**src/rtl/scrf_pkg.sv**
```systemverilog
// Shared types and constants for the sum-checked frame receiver.
// No dependencies; compiled first.
package scrf_pkg;

	// op codes of the command channel
	localparam logic [1:0] OP_BYTE    = 2'd0;
	localparam logic [1:0] OP_READ    = 2'd1;
	localparam logic [1:0] OP_RELEASE = 2'd2;

	localparam int QUEUE_DEPTH = 4;
	localparam int QPTR_W      = $clog2(QUEUE_DEPTH);
	localparam int QCNT_W      = QPTR_W + 1;

	localparam logic [7:0] START_BYTE = 8'hFF;

	// classified command as it sits in the queue
	typedef struct packed {
		logic       take;       // received byte
		logic       rd;         // payload read
		logic       rel_frame;  // frame release
		logic [7:0] data;
		logic [7:0] idx;
	} cmd_t;

	// queue head towards the back end
	typedef struct packed {
		logic valid;
		cmd_t cmd;
	} head_t;

endpackage

```
**src/rtl/scrf_if.sv**
```systemverilog
// Valid/ready channel interfaces for the frame receiver.
// Depends on nothing; follows scrf_pkg in compile order.
interface scrf_cmd_if;
	logic       valid;
	logic       ready;
	logic [1:0] op;
	logic [7:0] rx_byte;
	logic [7:0] read_index;

	modport source (output valid, op, rx_byte, read_index, input ready);
	modport sink   (input valid, op, rx_byte, read_index, output ready);
endinterface

interface scrf_rsp_if;
	logic        valid;
	logic        ready;
	logic        frame_ready;
	logic [7:0]  source_id;
	logic [7:0]  dest_id;
	logic [15:0] frame_type;
	logic [15:0] frame_length;
	logic [7:0]  read_data;
	logic        payload_truncated;

	modport source (output valid, frame_ready, source_id, dest_id, frame_type, frame_length,
		read_data, payload_truncated, input ready);
	modport sink   (input valid, frame_ready, source_id, dest_id, frame_type, frame_length,
		read_data, payload_truncated, output ready);
endinterface

```
**src/rtl/sum_checked_frame_receiver_top.sv**
```systemverilog
// Sum-checked frame receiver: top level.
// Depends on scrf_pkg, scrf_if, scrf_front and scrf_back.
//
// cmd carries one transaction per received byte (op 0), payload read (op 1)
// or frame release (op 2); op 3 does nothing but still returns a result.
// rsp returns exactly one result transaction per command, in order: the
// held frame's fields (zero while no frame is held), the read byte for a
// read and the truncation flag.
// A taken command is first stored in the queue, then moves into the result
// register when it heads the queue and rsp is free. Throughput: one
// transaction per cycle on both sides while rsp is not stalled, set by the parser
// step and the one write or read port of the payload memory per cycle.
// The front end queues up to four decoded commands; cmd.ready drops only
// when that queue is full, i.e. after rsp has been stalled for a while.
// A stalled result holds its value; parsing pauses with it.
// Reset clears the parser, the held frame and the queue; the payload
// memory is not cleared and needs no clearing pass.
module sum_checked_frame_receiver_top #(
	parameter int PAYLOAD_DEPTH = 256
) (
	input  logic        clk,
	input  logic        arst_n,
	scrf_cmd_if.sink    cmd,
	scrf_rsp_if.source  rsp
);
	import scrf_pkg::*;

	head_t head;
	logic  pop;

	scrf_front u_front (
		.clk    (clk),
		.arst_n (arst_n),
		.cmd    (cmd),
		.head   (head),
		.pop    (pop)
	);

	scrf_back #(
		.PAYLOAD_DEPTH (PAYLOAD_DEPTH)
	) u_back (
		.clk    (clk),
		.arst_n (arst_n),
		.head   (head),
		.pop    (pop),
		.rsp    (rsp)
	);

endmodule

```
**src/rtl/scrf_front.sv**
```systemverilog
// Front end: accepts command transactions, decodes op and queues them.
// Depends on scrf_pkg and scrf_cmd_if.
module scrf_front (
	input  logic           clk,
	input  logic           arst_n,
	scrf_cmd_if.sink       cmd,
	output scrf_pkg::head_t head,
	input  logic           pop
);
	import scrf_pkg::*;

	cmd_t              entry_q [QUEUE_DEPTH];
	logic [QPTR_W-1:0] wr_ptr_q;
	logic [QPTR_W-1:0] rd_ptr_q;
	logic [QCNT_W-1:0] count_q;
	logic              push;
	logic              do_pop;
	cmd_t              decoded;

	assign cmd.ready = (count_q != QCNT_W'(QUEUE_DEPTH));
	assign push      = cmd.valid && cmd.ready;
	assign do_pop    = pop && (count_q != '0);

	always_comb begin
		decoded.take      = (cmd.op == OP_BYTE);
		decoded.rd        = (cmd.op == OP_READ);
		decoded.rel_frame = (cmd.op == OP_RELEASE);
		decoded.data      = cmd.rx_byte;
		decoded.idx       = cmd.read_index;
	end

	always_ff @(posedge clk) begin
		if (push) begin
			entry_q[wr_ptr_q] <= decoded;
		end
	end

	always_ff @(posedge clk or negedge arst_n) begin
		if (!arst_n) begin
			wr_ptr_q <= '0;
			rd_ptr_q <= '0;
			count_q  <= '0;
		end else begin
			if (push) begin
				wr_ptr_q <= wr_ptr_q + 1'b1;
			end
			if (do_pop) begin
				rd_ptr_q <= rd_ptr_q + 1'b1;
			end
			case ({push, do_pop})
				2'b10:   count_q <= count_q + 1'b1;
				2'b01:   count_q <= count_q - 1'b1;
				default: count_q <= count_q;
			endcase
		end
	end

	assign head = '{valid: (count_q != '0), cmd: entry_q[rd_ptr_q]};

endmodule

```
**src/rtl/scrf_back.sv**
```systemverilog
// Back end: frame parser, payload store and result register.
// Depends on scrf_pkg and scrf_rsp_if.
module scrf_back #(
	parameter int PAYLOAD_DEPTH = 256
) (
	input  logic            clk,
	input  logic            arst_n,
	input  scrf_pkg::head_t head,
	output logic            pop,
	scrf_rsp_if.source      rsp
);
	import scrf_pkg::*;

	localparam int          AW      = (PAYLOAD_DEPTH > 1) ? $clog2(PAYLOAD_DEPTH) : 1;
	localparam logic [16:0] DEPTH_W = 17'(PAYLOAD_DEPTH);

	localparam logic [3:0] PH_HUNT  = 4'd0;
	localparam logic [3:0] PH_START = 4'd1;
	localparam logic [3:0] PH_SRC   = 4'd2;
	localparam logic [3:0] PH_DST   = 4'd3;
	localparam logic [3:0] PH_TYPEL = 4'd4;
	localparam logic [3:0] PH_TYPEH = 4'd5;
	localparam logic [3:0] PH_LENL  = 4'd6;
	localparam logic [3:0] PH_LENH  = 4'd7;
	localparam logic [3:0] PH_HSUM  = 4'd8;
	localparam logic [3:0] PH_DATA  = 4'd9;
	localparam logic [3:0] PH_PSUM  = 4'd10;

	logic [7:0] mem [PAYLOAD_DEPTH];

	logic [3:0]  phase_q, phase_n;
	logic [7:0]  sum_q, sum_n;
	logic [7:0]  src_q, src_n;
	logic [7:0]  dst_q, dst_n;
	logic [15:0] type_q, type_n;
	logic [15:0] len_q, len_n;
	logic [15:0] count_q, count_n;
	logic        ready_q, ready_n;
	logic        ovf_q, ovf_n;
	logic        valid_q;
	logic        rd_hit_q;
	logic [7:0]  rd_data_q;

	logic          fire;
	logic          wr_en;
	logic          rd_en;
	logic [AW-1:0] wr_addr;
	logic [AW-1:0] rd_addr;
	logic [16:0]   idx_x;
	logic [7:0]    b;

	// state registers always match the result register, so both move together
	assign fire    = head.valid && (!valid_q || rsp.ready);
	assign pop     = fire;
	assign b       = head.cmd.data;
	assign idx_x   = 17'(head.cmd.idx);
	assign rd_addr = idx_x[AW-1:0];
	assign rd_en   = head.cmd.rd && (idx_x < DEPTH_W);
	assign wr_addr = AW'(count_q);

	always_comb begin
		phase_n = phase_q;
		sum_n   = sum_q;
		src_n   = src_q;
		dst_n   = dst_q;
		type_n  = type_q;
		len_n   = len_q;
		count_n = count_q;
		ready_n = ready_q;
		ovf_n   = ovf_q;
		wr_en   = 1'b0;
		if (head.cmd.take && !ready_q) begin
			case (phase_q)
				PH_START: begin
					sum_n   = sum_q + b;
					phase_n = (b == START_BYTE) ? PH_SRC : PH_HUNT;
				end
				PH_SRC: begin
					sum_n   = sum_q + b;
					src_n   = b;
					phase_n = PH_DST;
				end
				PH_DST: begin
					sum_n   = sum_q + b;
					dst_n   = b;
					phase_n = PH_TYPEL;
				end
				PH_TYPEL: begin
					sum_n   = sum_q + b;
					type_n  = {8'd0, b};
					phase_n = PH_TYPEH;
				end
				PH_TYPEH: begin
					sum_n   = sum_q + b;
					type_n  = {b, type_q[7:0]};
					phase_n = PH_LENL;
				end
				PH_LENL: begin
					sum_n   = sum_q + b;
					len_n   = {8'd0, b};
					phase_n = PH_LENH;
				end
				PH_LENH: begin
					sum_n   = sum_q + b;
					len_n   = {b, len_q[7:0]};
					phase_n = PH_HSUM;
				end
				PH_HSUM: begin
					if (sum_q == b) begin
						sum_n   = '0;
						count_n = '0;
						ovf_n   = 1'b0;
						phase_n = (len_q == '0) ? PH_PSUM : PH_DATA;
					end else begin
						phase_n = PH_HUNT;
					end
				end
				PH_DATA: begin
					sum_n = sum_q + b;
					if ({1'b0, count_q} < DEPTH_W) begin
						wr_en = 1'b1;
					end else begin
						ovf_n = 1'b1;
					end
					count_n = count_q + 16'd1;
					if (count_n >= len_q) begin
						phase_n = PH_PSUM;
					end
				end
				PH_PSUM: begin
					if (sum_q == b) begin
						ready_n = 1'b1;
					end
					sum_n   = '0;
					phase_n = PH_HUNT;
				end
				default: begin
					// hunting; unused codes behave the same
					sum_n   = b;
					phase_n = (b == START_BYTE) ? PH_START : PH_HUNT;
				end
			endcase
		end
		if (head.cmd.rel_frame) begin
			ready_n = 1'b0;
		end
	end

	always_ff @(posedge clk) begin
		if (fire) begin
			if (wr_en) begin
				mem[wr_addr] <= b;
			end
			if (rd_en) begin
				rd_data_q <= mem[rd_addr];
			end
		end
	end

	always_ff @(posedge clk or negedge arst_n) begin
		if (!arst_n) begin
			phase_q  <= PH_HUNT;
			sum_q    <= '0;
			src_q    <= '0;
			dst_q    <= '0;
			type_q   <= '0;
			len_q    <= '0;
			count_q  <= '0;
			ready_q  <= 1'b0;
			ovf_q    <= 1'b0;
			valid_q  <= 1'b0;
			rd_hit_q <= 1'b0;
		end else begin
			if (fire) begin
				phase_q  <= phase_n;
				sum_q    <= sum_n;
				src_q    <= src_n;
				dst_q    <= dst_n;
				type_q   <= type_n;
				len_q    <= len_n;
				count_q  <= count_n;
				ready_q  <= ready_n;
				ovf_q    <= ovf_n;
				rd_hit_q <= rd_en;
			end
			if (fire) begin
				valid_q <= 1'b1;
			end else if (rsp.ready) begin
				valid_q <= 1'b0;
			end
		end
	end

	assign rsp.valid             = valid_q;
	assign rsp.frame_ready       = ready_q;
	assign rsp.source_id         = ready_q ? src_q : 8'd0;
	assign rsp.dest_id           = ready_q ? dst_q : 8'd0;
	assign rsp.frame_type        = ready_q ? type_q : 16'd0;
	assign rsp.frame_length      = ready_q ? len_q : 16'd0;
	assign rsp.read_data         = rd_hit_q ? rd_data_q : 8'd0;
	assign rsp.payload_truncated = ready_q && ovf_q;

endmodule

```
**src/flat_wrapper.sv**
```systemverilog
// flat-port wrapper written by rule: the top's interface ports become plain ports
module sum_checked_frame_receiver_top_flat import scrf_pkg::*;
#(
	parameter int PAYLOAD_DEPTH = 256
)
  (clk, arst_n, cmd_valid, cmd_op, cmd_rx_byte, cmd_read_index, cmd_ready, rsp_valid, rsp_frame_ready, rsp_source_id, rsp_dest_id, rsp_frame_type, rsp_frame_length, rsp_read_data, rsp_payload_truncated, rsp_ready);
  scrf_cmd_if cmd_i ();
  scrf_rsp_if rsp_i ();
  input  logic clk;
  input  logic arst_n;
  input wire logic [$bits(cmd_i.valid)-1:0] cmd_valid;
  input wire logic [$bits(cmd_i.op)-1:0] cmd_op;
  input wire logic [$bits(cmd_i.rx_byte)-1:0] cmd_rx_byte;
  input wire logic [$bits(cmd_i.read_index)-1:0] cmd_read_index;
  output wire logic [$bits(cmd_i.ready)-1:0] cmd_ready;
  output wire logic [$bits(rsp_i.valid)-1:0] rsp_valid;
  output wire logic [$bits(rsp_i.frame_ready)-1:0] rsp_frame_ready;
  output wire logic [$bits(rsp_i.source_id)-1:0] rsp_source_id;
  output wire logic [$bits(rsp_i.dest_id)-1:0] rsp_dest_id;
  output wire logic [$bits(rsp_i.frame_type)-1:0] rsp_frame_type;
  output wire logic [$bits(rsp_i.frame_length)-1:0] rsp_frame_length;
  output wire logic [$bits(rsp_i.read_data)-1:0] rsp_read_data;
  output wire logic [$bits(rsp_i.payload_truncated)-1:0] rsp_payload_truncated;
  input wire logic [$bits(rsp_i.ready)-1:0] rsp_ready;
  assign cmd_i.valid = cmd_valid;
  assign cmd_i.op = cmd_op;
  assign cmd_i.rx_byte = cmd_rx_byte;
  assign cmd_i.read_index = cmd_read_index;
  assign cmd_ready = cmd_i.ready;
  assign rsp_valid = rsp_i.valid;
  assign rsp_frame_ready = rsp_i.frame_ready;
  assign rsp_source_id = rsp_i.source_id;
  assign rsp_dest_id = rsp_i.dest_id;
  assign rsp_frame_type = rsp_i.frame_type;
  assign rsp_frame_length = rsp_i.frame_length;
  assign rsp_read_data = rsp_i.read_data;
  assign rsp_payload_truncated = rsp_i.payload_truncated;
  assign rsp_i.ready = rsp_ready;
  sum_checked_frame_receiver_top #(.PAYLOAD_DEPTH(PAYLOAD_DEPTH)) u_core (.clk(clk), .arst_n(arst_n), .cmd(cmd_i), .rsp(rsp_i));
endmodule
```
**config.mk**
```make
export PLATFORM = sky130hd
export DESIGN_NAME = sum_checked_frame_receiver_top_flat
export DESIGN_NICKNAME = d
export VERILOG_FILES = /design/src/rtl/scrf_pkg.sv /design/src/rtl/scrf_if.sv /design/src/rtl/sum_checked_frame_receiver_top.sv /design/src/rtl/scrf_front.sv /design/src/rtl/scrf_back.sv /design/src/flat_wrapper.sv
export SDC_FILE = /design/constraint.sdc
export NUM_CORES = 2
export LEC_CHECK = 0
export BUFFER_PORTS_ARGS = -buffer_cell sky130_fd_sc_hd__buf_2
export CELL_PAD_IN_SITES_DETAIL_PLACEMENT = 0
export CELL_PAD_IN_SITES_GLOBAL_PLACEMENT = 2
export CORE_UTILIZATION = 30
export CTS_CLUSTER_SIZE = 8
export DETAILED_ROUTE_END_ITERATION = 6
export GPL_ROUTABILITY_DRIVEN = 1
export PLACE_DENSITY_LB_ADDON = 0.1
export SYNTH_ARGS = -nofsm -noshare
export SYNTH_HDL_FRONTEND = slang
export SYNTH_SLANG_ARGS = --single-unit
```
**constraint.sdc**
```tcl
create_clock -name clk -period 16.7 [get_ports clk]
set_input_delay 0 -clock clk [delete_from_list [all_inputs] [get_ports clk]]
set_output_delay 0 -clock clk [all_outputs]
set_load 0.03 [all_outputs]
```
# ---- Word-level counts from Yosys, hierarchy flattened
# Memory sizes are Yosys's and may differ from the RTL's. A register that Yosys moved wholly into a read port is not among the register bits.
# Cells that the tools add are included.
dict set report word_totals {
  register_bits 87
  ramBits 2124
  mem_count 2
}
# name depth width read_ports rd_ports_with_merged_regs wr line
set memory_table {}
lappend memory_table {u_core.u_back.mem 256 8 1 1 1 scrf_back.sv:29} ;# logic [7:0] mem [PAYLOAD_DEPTH];
lappend memory_table {u_core.u_front.entry_q 4 19 1 0 1 scrf_front.sv:12} ;# cmd_t entry_q [QUEUE_DEPTH];
dict set report classes {
  addsub 6
  n_lt_le_gt_ge 3
  n_eq_ne 20
  muxes 35
  n_bitwise 2
  n_reduce_logical 33
}
# op n
set op_table {}
lappend op_table {{case mux 16 bit (2 select lines)} 3}
lappend op_table {{two-way mux 16 bit} 3}
lappend op_table {{case mux 4 bit (10 select lines)} 1}
lappend op_table {{two-way mux 8 bit} 4}
lappend op_table {{case mux 8 bit (3 select lines)} 1}
lappend op_table {{AND reduction 3 bit} 6}
lappend op_table {{two-way mux 1 bit} 17}
lappend op_table {{adder 16 x 1 -> 16 bit (second input constant)} 1}
lappend op_table {{equality test 4 x 3 -> 1 bit (second input constant)} 4}
lappend op_table {{greater-or-equal comparator 16 bit} 1}
lappend op_table {{zero test 16 bit} 1}
lappend op_table {{< comparator 16 x 9 -> 1 bit (second input constant)} 1}
lappend op_table {{AND reduction 4 bit} 4}
lappend op_table {{nonzero test 2 bit} 8}
lappend op_table {{equality test 4 bit (second input constant)} 3}
lappend op_table {{< comparator 8 x 9 -> 1 bit (second input constant)} 1}
lappend op_table {{adder 8 bit} 1}
lappend op_table {{equality test 4 x 2 -> 1 bit (second input constant)} 2}
lappend op_table {{equality test 8 bit} 1}
lappend op_table {{equality test 8 bit (second input constant)} 1}
lappend op_table {{two-way mux 4 bit} 2}
lappend op_table {{OR reduction 8 bit} 1}
lappend op_table {{logical AND 1 bit} 6}
lappend op_table {{inequality test 2 bit (second input constant)} 3}
lappend op_table {{other kinds (17)} 23}

# ---- Depth between registers and ports, before layout
dict set report logic_depth {
  ltp_word 7
  depth_mapped 15
  ltp_nobuf 13
}

# ---- Modules after synthesis
# Synthesis repeated with hierarchy kept, for this count alone.
dict set report unflattened {
  hier_cells 4206
  hier_area_um2 87201.1
}
# module instances cells_each area_per_inst_um2 seq_area_each_um2
set modules_own_cells {}
lappend modules_own_cells {scrf_back 1 4067 84024.3 63741.1}
lappend modules_own_cells {scrf_front 1 139 3176.8 2457.4}

# ---- Worst setup path after synthesis
# No wires, ideal clock.
dict set report synth_path {
  path_type {reg-to-reg}
  start {register u_core.u_front.rd_ptr_q[1]}
  end {register u_core.u_back.count_q[1]}
  setup_ps 121
  arrival_ps 5234
  path_slack_ps 11345
  path_stages_with_launch 14
  path_buffers 5
  path_cell_list {dfrtp_1 > buf_4 > buf_2 > buf_1 > mux4_2 > ha_1 > nor4_1 > and3_1 > clkbuf_1 > nor3_1 > nor2_1 > nand3_1 > clkbuf_1 > a22o_1}
}
# element line
set synth_rtl {}
lappend synth_rtl {{start: declaration} scrf_front.sv:14} ;# logic [QPTR_W-1:0] rd_ptr_q;
lappend synth_rtl {{start signal: assignment} scrf_front.sv:48} ;# rd_ptr_q <= rd_ptr_q + 1'b1;
lappend synth_rtl {{end signal: assignment} scrf_back.sv:181} ;# count_q <= count_n;
lappend synth_rtl {{end: declaration} scrf_back.sv:37} ;# logic [15:0] count_q, count_n;

# ---- Worst setup path in the final report
dict set report layout_path {
  start {register u_core.u_front.rd_ptr_q[1]}
  end {register u_core.u_back.rd_data_q[1] (read register of u_core.u_back.mem) (data pin)}
}
dict set report layout_between {
  elab_chain_cells 4
}
# element line
set layout_lines {}
lappend layout_lines {{memory read (4 x 19 bit) *} --}
lappend layout_lines {{< comparator 8 x 9 -> 1 bit} scrf_back.sv:58} ;# assign rd_en = head.cmd.rd && (idx_x < DEPTH_W);
lappend layout_lines {{logical AND 1 bit} scrf_back.sv:58}
lappend layout_lines {{AND reduction 2 bit (no line)} --}
lappend layout_lines {{end: declaration} scrf_back.sv:42} ;# logic [7:0] rd_data_q;
# Every way passes the cells marked *; elsewhere a longest branch is shown, timed or not.
# A chain may end at the register's enable or synchronous reset.

==> parameters.txt <==
Parameter                              Value

GRT
  Initial antenna violation count    16
  Largest net degree at the start of global routing    approximately 170
  Final global-route overflow total    0
  Global-route wire length before repair    432,000 um
  Global routing usage summed across all routing layers    between 20% and 30%
  Vias in the first global route    50,300

Die
  Y dimension of the die    546 um
  Die extent in x    546 um
  I/O pin cnt    82
  Starting utilization of the core area    30.2%
  Area of the die    ~300,000 um2
  Standard cell core area    294,000 um2
  Number of placement rows    199

Logic synthesis
  Sequential area share after synthesis    74.7%
  Synth warn    0
  Mapped Avg Cell Area    16.6 um2
  Cell Area, Synth    88,700 um2
  Post-synthesis adder-cell area fraction    0.497%
  Post-synth EDFFs    2,132
  Top cell type's share of synthesized area    around 72%
  Number of distinct library cell variants in the gate-level netlist after synthesis    70
  Fraction of synthesis flops using an asynchronous set or reset pin    3.92%
  Largest area contributor in the netlist    sky130_fd_sc_hd__edfxtp_1
  Xor/xnor share of the synthesized area    0.267%
  Compound-gate portion of the synthesized area    under 10%
  Post-synthesis simple-gate area fraction    7.31%
  Biggest area contributors in the synthesized netlist    sky130_fd_sc_hd__edfxtp_1 (72%), sky130_fd_sc_hd__mux4_2 (6.7%), sky130_fd_sc_hd__nand2_1 (3.2%)
  Dominant synthesized flop cell    sky130_fd_sc_hd__edfxtp_1
  Net count of the mapped netlist    around 5,400
  Combinational family with the most area after synthesis    multiplexers
  Portion of netlist area occupied by mux cells    9.91%
  Syn Inst Count    5,355
  Flip-flop and latch count after synthesis    2,219

Clock tree
  CTS resizes    0
  Maximum count of clock buffers along a single path    4
  Number of buffers created by CTS    320
  Clock Tree Root    sky130_fd_sc_hd__clkbuf_16
  Maximum level of the CTS H-tree    5
  Count of buffers added by post-CTS timing repair for setup    0
  Insertion delay of the later-clocked pin in the worst-skew pair    0.87 ns
  Post-CTS Hold Fix Bufs    43
  Clock-pin slew of the registers on the worst-case setup and hold paths    0.06 ns
  TritonCTS clock tree    done
  Clock sink total    2,219

Timing
  RSZ-0062 raised after global routing    false
  Final count of pins violating max slew    2
  Worst Hold Slack    0.103 ns
  Setup violations, final    0
  Setup total negative slack    0 ns
  Headroom to the max-slew limit    -1.10%
  Final hold viol count    0
  Min cycle time layout    ~6.6 ns
  Post-route fraction of the period consumed by the critical path    around 40%
  Peak clock frequency supported by timing    0.152 GHz
  PnR worst setup slack    just over 10 ns
  Worst slew pin tran    1.50 ns
  Clock tree skew after final layout    0.0492 ns

Finish
  Most common cell after layout, fill and taps aside    sky130_fd_sc_hd__edfxtp_1
  Share of layout cells above drive strength 1    15.9%
  Count of nets after finishing    roughly 5,700
  Area delta synth->final    15.7%
  Fill cell instance count of the final layout    28,000
  Non-filler instance count after layout    9,580
  Commonest cells after routing, fill and taps aside    sky130_fd_sc_hd__edfxtp_1 (2,132), sky130_fd_sc_hd__nand2_1 (738), sky130_fd_sc_hd__nor2_1 (327)
  Post-route design area    103,000 um2

Setup path
  Worst-path fanout max    116
  Critical path launch point type    flop
  Critical path required time    ~17 ns
  Largest stage delay on the critical path    0.92 ns
  Cell occurring most often along the worst timing path    sky130_fd_sc_hd__buf_12
  Top Family by Delay on Critical Path    buffers and inverters
  Number of cells on the worst reg-to-reg path    13
  Data arrival time at the worst-slack endpoint    7.27 ns
  R2R Path End    u_core.u_back.rd_data_q[1]
  Worst Path Buf+Inv    5
  CP Class    reg -> reg
  Start of the worst register-to-register path    u_core.u_front.rd_ptr_q[1]
  Critical Path, Cell by Cell    buf_4 > mux4_4 > buf_12 > buf_4 > buf_12 > buf_12 > mux2i_1 > o221ai_1 > a31oi_1 > o21ai_0 > o211ai_1 > or4_1 > a311oi_1
  Worst Setup End Kind    flop
  Worst reg-to-reg setup slack    10.12 ns
  Critical Path Slowest Stage Cell    sky130_fd_sc_hd__mux4_4

Flow run
  Max cap viols    1

Drt
  Final routed wirelength across all metal layers    313,000 um
  Number of nets with antenna violations after detailed routing    0
  Number of DRC markers in iteration 0    about 4,400
  Post-detailed-route DRC marker count    0
  Vias post-DR    49,800
  Detailed-route wire length per cell    32.7 um
  Per-cell via count in the routed design    5.20
  1st-pass router iterations    7

Power
  Total leakage power    between 30 and 40 nW
  Worst vdd rail ir drop    170 uV
  Net switching component of the power    8.28 mW
  Cell area power density    between 200 and 250 nW/um2
  Design internal power    between 10 and 15 mW
  Switching power share of the total    between 30% and 40%
  Part of the power in registers    34.9%
  Comb pwr share    37.7%
  Share of power burned in the clock network    27.4%

Run status
  Violated checks    capacitance limit, slew limit
  Result of the run    finished, violations left

Placement
  Placed cell area    93,600 um2
  GPL Wtd Cong    0.771
  Estimated wirelength of the detail-placed design    185,000 um
  Total of buffers placed on input and output ports    81
  Placed Cells incl. Taps    approximately 9,200
  Worst setup slack after placement    9.97 ns

Hold path
  Worst min-delay path category    in -> reg
  Hold endpoint    u_core.u_front.wr_ptr_q[0]
  Number of cells traversed by the worst hold path    4
  Min-delay src    cmd_valid
worst max path at each step:
stage                                  to  slack [ns]  cells past startpoint                  startpoint
6_report       u_core.u_back.rd_data_q[1]       10.12                     13  u_core.u_front.rd_ptr_q[1]
5_1_grt        u_core.u_back.rd_data_q[1]        9.75                     13  u_core.u_front.rd_ptr_q[1]
4_1_cts        u_core.u_back.rd_data_q[1]       10.01                     13  u_core.u_front.rd_ptr_q[1]
3_5_place_dp   u_core.u_back.rd_data_q[1]        9.97                     13  u_core.u_front.rd_ptr_q[1]
3_3_place_gp   u_core.u_back.rd_data_q[1]       10.02                     13  u_core.u_front.rd_ptr_q[1]
2_1_floorplan    u_core.u_back.count_q[1]       11.35                     13  u_core.u_front.rd_ptr_q[1]
cells in the mapped netlist, drive strengths merged (16+ instances only):
cell type / n
edfxtp: 2132
nand2: 756
nor2: 332
mux4: 266
mux2i: 238
buf: 170
a21oi: 167
clkbuf: 153
nand3: 95
o21ai: 88
dfrtp: 87
and3: 85
o221ai: 76
and2: 65
a31oi: 61
a311oi: 58
o22ai: 58
a22oi: 40
mux2: 36
nand4: 34
inv: 33
ha: 32
nor2b: 32
nor3: 32
a211oi: 31
nor4: 31
xnor2: 16
routing by layer:
metal	part of all wire, %	routed length (um)	track usage (%)
met1	46	145000	29.5
met2	48	149000	34.0
met3	3.9	12400	2.42
met4	2.2	6800	4.54
met5	0	0	0
metrics by stage:
stage	util [%]	power [mW]
floorplan	-	11.9
global placement	31.8	15.6
detailed placement	31.8	15.6
CTS	34.9	21.5
global route	34.9	21.9
finish	34.9	21.2
power groups by stage:
stage	clock network, mW	logic, mW	registers (mW)
floorplan	0	4.40	7.53
global route	6.12	8.43	7.40
detailed placement	0	8.13	7.49
CTS	5.93	8.15	7.38
global placement	0	8.12	7.49
finish	5.79	7.97	7.39
kinds of logic after synthesis:
family / count (synthesis)
buffers and inverters: 356
adder cells (fa/ha/maj): 34
XOR/XNOR: 27
AND/OR/NAND/NOR: 1493
multiplexers: 540
flip-flops: 2219
AO/OA/AOI/OAI: 686
layout make-up:
class	instances	area, um2	share of cell area, %
sequential	2219	66200	64.6
multi-input combinational	2780	20800	20.3
clock buffer	346	8210	8.01
tap	3919	4900	4.78
timing repair buffer	258	2000	1.95
clock inverter	18	246	0.240
inverter	33	124	0.121
antenna	7	17.5	0.0171
tightest hold or removal path, cell delays in order:
cell	delay, ns
sky130_fd_sc_hd__dlygate4sd3_1	0.52
sky130_fd_sc_hd__buf_2	0.13
sky130_fd_sc_hd__and2_1	0.19
sky130_fd_sc_hd__xnor2_1	0.08
sequential cells by signal (all words and copies together) (netlist names), 3 cells and up:
name	count
u_core.u_back.mem	2048
u_core.u_front.entry_q	76
u_core.u_back.count_q	16
u_core.u_back.len_q	16
u_core.u_back.type_q	16
u_core.u_back.dst_q	8
u_core.u_back.rd_data_q	8
u_core.u_back.src_q	8
u_core.u_back.sum_q	8
u_core.u_back.phase_q	4
u_core.u_front.count_q	3
Power figures use the tool's default switching activity.
